===== config.mk =====
export PLATFORM = sky130hd
export DESIGN_NAME = mipd_fifo
export DESIGN_NICKNAME = d
export VERILOG_FILES = /design/src/sv/mipd_pkg.sv /design/src/sv/mipd_fifo.sv
export SDC_FILE = /design/constraint.sdc
export NUM_CORES = 1
export LEC_CHECK = 0
export BUFFER_PORTS_ARGS = -buffer_cell sky130_fd_sc_hd__buf_4
export CORE_ASPECT_RATIO = 0.8
export CORE_MARGIN = 3
export CORE_UTILIZATION = 45
export CTS_CLUSTER_SIZE = 16
export DETAILED_ROUTE_END_ITERATION = 7
export HOLD_SLACK_MARGIN = 0.08
export PLACE_DENSITY = 0.74
export SETUP_SLACK_MARGIN = 0.1
export SLEW_MARGIN = 20
export SYNTH_ARGS = -nofsm -noshare
export SYNTH_HDL_FRONTEND = slang
export SYNTH_SLANG_ARGS = --single-unit
export TNS_END_PERCENT = 10

===== constraint.sdc =====
create_clock -name clock -period 9.4 [get_ports clock]
set_input_delay 1.88 -clock clock [delete_from_list [all_inputs] [get_ports clock]]
set_output_delay 1.88 -clock clock [all_outputs]
set_load 0.005 [all_outputs]

===== src/sv/mipd_pkg.sv =====
// ----------------------------------------------------------------------------
// mipd_pkg
// Shared types and constants for the minimum-image pair distance block.
// ----------------------------------------------------------------------------
`default_nettype none

package mipd_pkg;

   localparam int MAX_PART     = 64;
   localparam int IDX_W        = $clog2(MAX_PART);
   localparam int CNT_W        = IDX_W + 1;
   localparam int FIFO_DEPTH   = 4;
   localparam int FIFO_PTR_W   = $clog2(FIFO_DEPTH);
   localparam int FIFO_CNT_W   = FIFO_PTR_W + 1;
   localparam int SQ_STAGES    = 8;
   localparam int SQ_STEPS     = 4;

   localparam logic CMD_MOVE    = 1'b0;
   localparam logic CMD_RESTORE = 1'b1;

   localparam logic [2:0] CSR_ACTIVE = 3'd0;
   localparam logic [2:0] CSR_BOX_X  = 3'd1;
   localparam logic [2:0] CSR_BOX_Y  = 3'd2;
   localparam logic [2:0] CSR_BOX_Z  = 3'd3;
   localparam logic [2:0] CSR_INV_X  = 3'd4;
   localparam logic [2:0] CSR_INV_Y  = 3'd5;
   localparam logic [2:0] CSR_INV_Z  = 3'd6;

   typedef logic [2:0][31:0] vec_type;

   typedef struct packed {
      logic [IDX_W-1:0] who;
      logic [IDX_W-1:0] partner;
      logic             last;
      vec_type          pos_who;
      vec_type          pos_p;
   } pair_type;

   typedef struct packed {
      logic [IDX_W-1:0] who;
      logic [IDX_W-1:0] partner;
      logic             last;
   } meta_type;

   typedef struct packed {
      logic [2:0][30:0] box;
      logic [2:0][31:0] inv;
   } geom_type;

endpackage

`default_nettype wire


===== src/sv/mipd_fifo.sv =====
// ----------------------------------------------------------------------------
// mipd_fifo
// Short queue of pair jobs between the front sequencer and the math pipe.
// ----------------------------------------------------------------------------
`default_nettype none

module mipd_fifo (
   input  wire logic                            clock,
   input  wire logic                            reset,
   input  wire logic                            push,
   input  wire mipd_pkg::pair_type              push_data,
   input  wire logic                            pop,
   output logic                                 head_valid,
   output mipd_pkg::pair_type                   head_data,
   output logic [mipd_pkg::FIFO_CNT_W-1:0]      count
);
   import mipd_pkg::*;

   pair_type                entry_ff [FIFO_DEPTH];
   logic [FIFO_PTR_W-1:0]   wr_ptr_ff, wr_ptr_in;
   logic [FIFO_PTR_W-1:0]   rd_ptr_ff, rd_ptr_in;
   logic [FIFO_CNT_W-1:0]   cnt_ff, cnt_in;
   logic                    do_pop;

   assign head_valid = (cnt_ff != '0);
   assign head_data  = entry_ff[rd_ptr_ff];
   assign count      = cnt_ff;
   assign do_pop     = pop && head_valid;

   always_comb begin
      wr_ptr_in = push ? wr_ptr_ff + 1'b1 : wr_ptr_ff;
      rd_ptr_in = do_pop ? rd_ptr_ff + 1'b1 : rd_ptr_ff;
      cnt_in    = cnt_ff + FIFO_CNT_W'(push) - FIFO_CNT_W'(do_pop);
   end

   always_ff @(posedge clock) begin
      if (reset) begin
         wr_ptr_ff <= '0;
         rd_ptr_ff <= '0;
         cnt_ff    <= '0;
      end else begin
         wr_ptr_ff <= wr_ptr_in;
         rd_ptr_ff <= rd_ptr_in;
         cnt_ff    <= cnt_in;
      end
   end

   always_ff @(posedge clock) begin
      if (push) begin
         entry_ff[wr_ptr_ff] <= push_data;
      end
   end

endmodule

`default_nettype wire


==> results.py, run 1 <==
metrics = {
    "run_status": {
        "status": "complete, no violations",
    },
    "synth": {
        "ys_ff_latch": 829,
        "yosysMostFrequentCell": "edfxtp_1",
        "yosys-top-cells-count": "820 x edfxtp_1, 180 x mux4_2, 25 x mux4_1, 22 x buf_2, 16 x buf_6",
        "synth_edf_count": 820,
        "synthMuxAreaShare_pct": 15.8,
        "synth_fa_ha_area_share_pct": 0.315,
        "seq_area_frac_synth_pct": 82.3,
        "yosysWarnings": 0,
        "synth_flop_cell": "edfxtp_1",
        "syn_nets": 1332,
        "synth_compound_gate_area_share_pct": 0.0581,
        "syn_area_per_cell_sq_um": 27.0,
        "yosys.cell_types.count": 21,
        "synthTopCellsByArea": "edfxtp_1 82%, mux4_2 13%, mux4_1 2.2%",
        "synth-xor-area-share_pct": 0.108,
        "synthSimpleGateAreaFrac_pct": 0.249,
        "synth_area_sq_um": 30100,
        "synth_top_family_by_area": "multiplexers",
        "synth_top_area_share_pct": 81.7,
        "async_flop_share_pct": 0,
        "netlist_instances": 1116,
        "yosysTopAreaCell": "edfxtp_1",
    },
    "final_layout": {
        "fin_util_pct": 55.8,
        "fin_cells": 2507,
        "drive_above_1_share_pct": 44.8,
        "multiInputGateArea_sq_um": 4980,
        "final_area_sq_um": 36900,
        "regArea_sq_um": 24800,
        "syn2layout_area_growth_pct": 22.3,
        "n_fill_cell": 4780,
        "final_nets": 1796,
    },
    "route": {
        "wl_per_cell_um": 23.2,
        "drt_iter0_drc": 884,
        "wl_mm": 58.1,
        "via_per_inst": 5.33,
        "dr_total_vias": 13400,
        "drc": 0,
        "postRouteAntennaNets": 0,
        "drt-pass1-iter-count": 4,
    },
    "worst_setup_path": {
        "ff2ff_path_depth": 4,
        "cp-endpoint": "head_data[97]",
        "crit_required_ns": 7.52,
        "start_kind": "register",
        "r2r-start": "wr_ptr_ff[0]",
        "end_kind": "output port",
        "critPathMaxFanout": 32,
        "reg2reg_to": "entry_ff[2][94]",
        "worstSetupPathType": "register to output port",
        "crit_arrival_ns": 3.32,
        "rrSetupSlack_ns": 6.64,
    },
    "power_and_ir_drop": {
        "seqPwrFrac_pct": 47.4,
        "power.total_mw": 9.13,
        "switching_share_pct": 23.2,
        "power_density_nw_per_um2": 248,
        "p_leak_nw": 12.3,
        "p_comb_share_pct": 17.3,
        "netSwitchingPower_mw": 2.12,
        "ir_worst_vdd_uv": 179,
        "p_clk_share_pct": 35.3,
        "intPower_mw": 7.02,
    },
    "cts": {
        "cts.clk_slew.worst_paths_ns": 0.06,
        "numCtsBuffers": 81,
        "cts_sinks": 829,
        "ctsHoldBuffers": 0,
        "cts_root_buffer": "clkbuf_16",
        "cts_resized": 0,
        "cts_tree": "done",
        "cts_buffer_depth": 3,
        "clk_latency_ns": 0.60,
        "cts_setup_buffers": 0,
        "htreeDepth": 3,
    },
    "global_route": {
        "grt_pass1_vias": 14200,
        "grt_max_degree": 147,
        "grt_first_pass_wirelength_mm": 87.9,
        "grtUsageMet3_pct": 4.26,
        "track_usage_pct": 16.6,
        "grt_busiest_layer": "met2",
        "antenna_found_initial": 1,
        "grtUsageMet2_pct": 27.4,
        "use_met1_pct": 22.0,
        "overflow": 0,
    },
    "floorplan": {
        "die_h_um": 238,
        "ios": 418,
        "start_util_pct": 45.7,
        "die-area_sq_um": 70200,
        "core-area_sq_um": 66000,
        "dieWidth_um": 295,
        "rows": 84,
    },
    "timing": {
        "hold_viol_final": 0,
        "max_slew_margin_pct": 7.85,
        "fin_ws_ns": 4.20,
        "tns_ns": 0,
        "max_freq_ghz": 0.192,
        "setup_viol": 0,
        "timing.hold.ws_ns": 0.575,
        "finalCriticalPeriod_ns": 5.20,
        "min_period_over_period_pct": 55.3,
        "worstMarginPinSlew_ns": 1.38,
        "skew_ns": 0.0170,
        "rsz0062_at_grt": "no",
        "maxSlewViolCount": 0,
    },
    "flow_run": {
        "cap_violations": 0,
    },
    "hold_path": {
        "hold_depth": 2,
        "hold_class": "register to register",
    },
    "placed_design": {
        "dpl_cell_area_sq_um": 34200,
        "dpl.cell_count": 2357,
        "hpwl_mm": 33.5,
        "dp_slack_ns": 4.69,
        "port_buffers": 417,
        "globalplace.congestion": 0.721,
    },
}
power by group through the flow:
stage | registers (mW) | clock network, mW | logic (mW)
after floorplan | 4.40 | 0 | 0.913
after global placement | 4.40 | 0 | 1.61
after detailed placement | 4.41 | 0 | 1.62
after CTS | 4.33 | 3.30 | 1.63
after global routing | 4.35 | 3.45 | 1.71
final | 4.33 | 3.22 | 1.58
worst max-delay path, cell delays in order (launching register included):
cell and delay, ns:
dfxtp_4 0.66, buf_4 0.54, buf_4 0.66, mux4_1 0.66, buf_4 0.16
state kept, by name, summed over array words and instances (netlist names), named ones only:
register   flops
entry_ff     820
rd_ptr_ff      2
wr_ptr_ff      2
count          3
area by class of cell:
cell class                      instances  share of cell area, %
Clock inverter                         55                   1.64
Clock buffer                           94                   5.63
Antenna cell                            1                0.00679
Sequential cell                       829                   67.3
Timing Repair Buffer                  428                   8.90
Multi-Input combinational cell        234                   13.5
Inverter                                6                 0.0611
Tap cell                              860                   2.92
placed cells by master, fill, tap and decap left out, types with 6 or more instances in the layout:
master	count
ha_1	6
dfxtp_1	7
inv_1	6
buf_4	422
clkbuf_1	13
mux4_2	180
clkinv_2	18
clkbuf_16	81
bufinv_16	9
mux4_1	25
edfxtp_1	820
clkinv_1	15
per-layer routing:
metal | share of wire [%] | vias up
li1 | - | 5802
met1 | 39 | 7054
met2 | 51 | 414
met3 | 7.3 | 92
met4 | 2.4 | 0
met5 | 0 | -
worst min path at each step:
stage / from / endpoint / slack [ns]
2_1_floorplan: wr_ptr_ff[1] / wr_ptr_ff[1] / 0.51
4_1_cts: wr_ptr_ff[1] / wr_ptr_ff[1] / 0.59
3_3_place_gp: wr_ptr_ff[1] / wr_ptr_ff[1] / 0.54
5_1_grt: rd_ptr_ff[1] / register / 0.61
3_5_place_dp: wr_ptr_ff[1] / wr_ptr_ff[1] / 0.58
6_report: wr_ptr_ff[1] / wr_ptr_ff[1] / 0.58
cells by family after synthesis:
family	count (synthesis)
fa+ha+maj	7
mux	209
xor+xnor	2
flops	829
simple gates	14
compound gates	2
buf+inv	53
Power figures use the tool's default switching activity.
==> run 2, diff against run 1 <==
Settings changed: PLACE_DENSITY 0.74 to 0.76.
Clock period 9.4 ns to 4.2 ns, I/O delays scaled along.
==> run 2 against run 1 <==
Effect of this change:
- critical path depth is the same
- sequential power grew 120%
- worst hold slack lost 0.15 ns
- routed wire length grew 4.2%
- global-route usage grew 0.69 points
- clock power grew 120%
- die area is the same
- clock skew grew 0.0027 ns
- cell count grew 1.4%
- design area grew 0.98%
- combinational power grew 130%
- non-clock buffer count grew 42
==> results.py, run 2 (synthesis gave the netlist of run 1 again) <==
metrics = {
    "placed_design": {
        "globalplace.congestion": 0.775,
        "dpl_cell_area_sq_um": 34600,
        "port_buffers": 417,
        "hpwl_mm": 38.6,
        "dpl.cell_count": 2399,
    },
    "cts": {
        "htreeDepth": 3,
        "cts_tree": "done",
        "cts_buffer_depth": 3,
        "cts_sinks": 829,
        "numCtsBuffers": 79,
        "cts_resized": 0,
        "cts_setup_buffers": 0,
        "cts.clk_slew.worst_paths_ns": 0.06,
        "cts_root_buffer": "clkbuf_16",
        "clk_latency_ns": 0.61,
        "ctsHoldBuffers": 0,
    },
    "power_and_ir_drop": {
        "intPower_mw": 15.7,
        "power_density_nw_per_um2": 549,
        "p_leak_nw": 12.5,
        "p_clk_share_pct": 34.5,
        "switching_share_pct": 23.1,
        "p_comb_share_pct": 18.0,
        "netSwitchingPower_mw": 4.71,
        "power.total_mw": 20.4,
        "ir_worst_vdd_uv": 407,
        "seqPwrFrac_pct": 47.5,
    },
    "worst_setup_path": {
        "slowest_delay_ns": 0.61,
        "cpMaxStageDelayCell": "mux4_1",
        "critPathMaxFanout": 29,
        "worstSetupPathType": "register to output port",
        "end_kind": "output port",
        "crit_path_cell_trace": "buf_12, buf_4, mux4_1, buf_4",
        "path_delay_family": "buffers and inverters",
        "start_kind": "register",
        "critPathMostFrequentCell": "buf_4",
        "crit_arrival_ns": 2.64,
        "crit_required_ns": 3.36,
        "r2r-start": "wr_ptr_ff[0]",
        "crit_buf_inv": 3,
    },
    "final_layout": {
        "drive_above_1_share_pct": 46.2,
        "layout_common_cells": "820 x edfxtp_1, 454 x buf_4, 180 x mux4_2, 82 x clkbuf_16, 25 x mux4_1",
        "final_nets": 1836,
        "mostFrequentLayoutCell": "edfxtp_1",
        "fin_util_pct": 56.4,
        "max_flop_register": "entry_ff",
        "n_fill_cell": 4733,
        "fin_cells": 2542,
        "final_area_sq_um": 37200,
        "largest_reg_flops": 820,
        "syn2layout_area_growth_pct": 23.5,
    },
    "timing": {
        "worstMarginPinSlew_ns": 0.976,
        "max_freq_ghz": 0.287,
        "min_period_over_period_pct": 82.9,
        "hold_viol_final": 0,
        "finalCriticalPeriod_ns": 3.48,
        "setup_viol": 0,
        "max_slew_margin_pct": 34.9,
        "timing.hold.ws_ns": 0.422,
        "skew_ns": 0.0196,
        "maxSlewViolCount": 0,
        "rsz0062_at_grt": "no",
    },
    "run_status": {
        "status": "complete, no violations",
    },
    "floorplan": {
        "dieWidth_um": 295,
        "die-area_sq_um": 70200,
        "rows": 84,
        "start_util_pct": 45.7,
        "ios": 418,
        "core-area_sq_um": 66000,
        "die_h_um": 238,
    },
    "route": {
        "postRouteAntennaNets": 0,
        "via_per_inst": 5.35,
        "drt_iter0_drc": 1058,
        "dr_total_vias": 13600,
        "drc": 0,
        "wl_mm": 60.5,
        "wl_per_cell_um": 23.8,
        "drt-pass1-iter-count": 5,
    },
    "flow_run": {
        "cap_violations": 0,
    },
    "global_route": {
        "grt_first_pass_wirelength_mm": 91.0,
        "track_usage_pct": 17.3,
        "antenna_found_initial": 5,
        "grt_pass1_vias": 14700,
        "overflow": 0,
        "grt_max_degree": 60,
    },
    "hold_path": {
        "hold_class": "input port to register",
        "hp-start": "push_data[10]",
    },
}
-- run 2: cell types whose count changed in the layout (fill, tap and decap cells not counted), moves of 2 or more --
cell | previous run | this run
buf_12 | 5 | 16
clkinv_16 | 2 | 0
inv_6 | 3 | 1
buf_4 | 422 | 454
clkinvlp_4 | 1 | 5
inv_8 | 4 | 0
clkbuf_1 | 13 | 10
-- run 2: worst register-to-register path, stage by stage (launching register included) --
cell	delay (ns)
dfxtp_1	0.40
ha_1	0.18
and2_4	0.77
buf_4	0.47
-- run 2: final cells by class --
class	count	area (sq um)	area share, %
multi-input combinational	234	4980	13.4
clock buffer	92	2090	5.61
clock inverter	50	504	1.35
timing repair buffer	470	3730	10.0
sequential	829	24800	66.7
tap	860	1080	2.89
antenna	1	2.50	0.00672
inverter	6	22.5	0.0605
-- run 2: per-stage QoR --
stage | setup slack (ns) | TNS, ns
3_3_place_gp | 1.32 | 0
4_1_cts | 0.585 | 0
5_1_grt | 0.529 | 0
6_report | 0.718 | 0
2_1_floorplan | -1.88 | -1155.57
3_5_place_dp | 1.27 | 0
-- run 2: path summary, 6_finish.rpt --
path,endpoint,slack (ns),depth (start not counted)
worst min-delay path,entry_ff[1][10],0.42,1
worst max register to register,entry_ff[1][141],2.03,3
worst min register to register,wr_ptr_ff[1],0.56,2
worst max-delay path,head_data[145],0.72,4
-- run 2: power by group through the flow --
stage	logic, mW	clock network (mW)	registers, mW
after global routing	3.96	7.54	9.73
after CTS	3.78	7.20	9.70
after detailed placement	3.75	0	9.88
final	3.69	7.05	9.69
after floorplan	2.04	0	9.82
after global placement	3.72	0	9.85
-- run 2: layer usage --
metal | GRT usage [%] | share of wire [%] | up-vias
met5 | 0 | 0.078 | -
met3 | 5.47 | 8.5 | 107
met2 | 28.0 | 49 | 472
met4 | 5.13 | 2.5 | 6
met1 | 22.8 | 40 | 7118
li1 | - | - | 5896
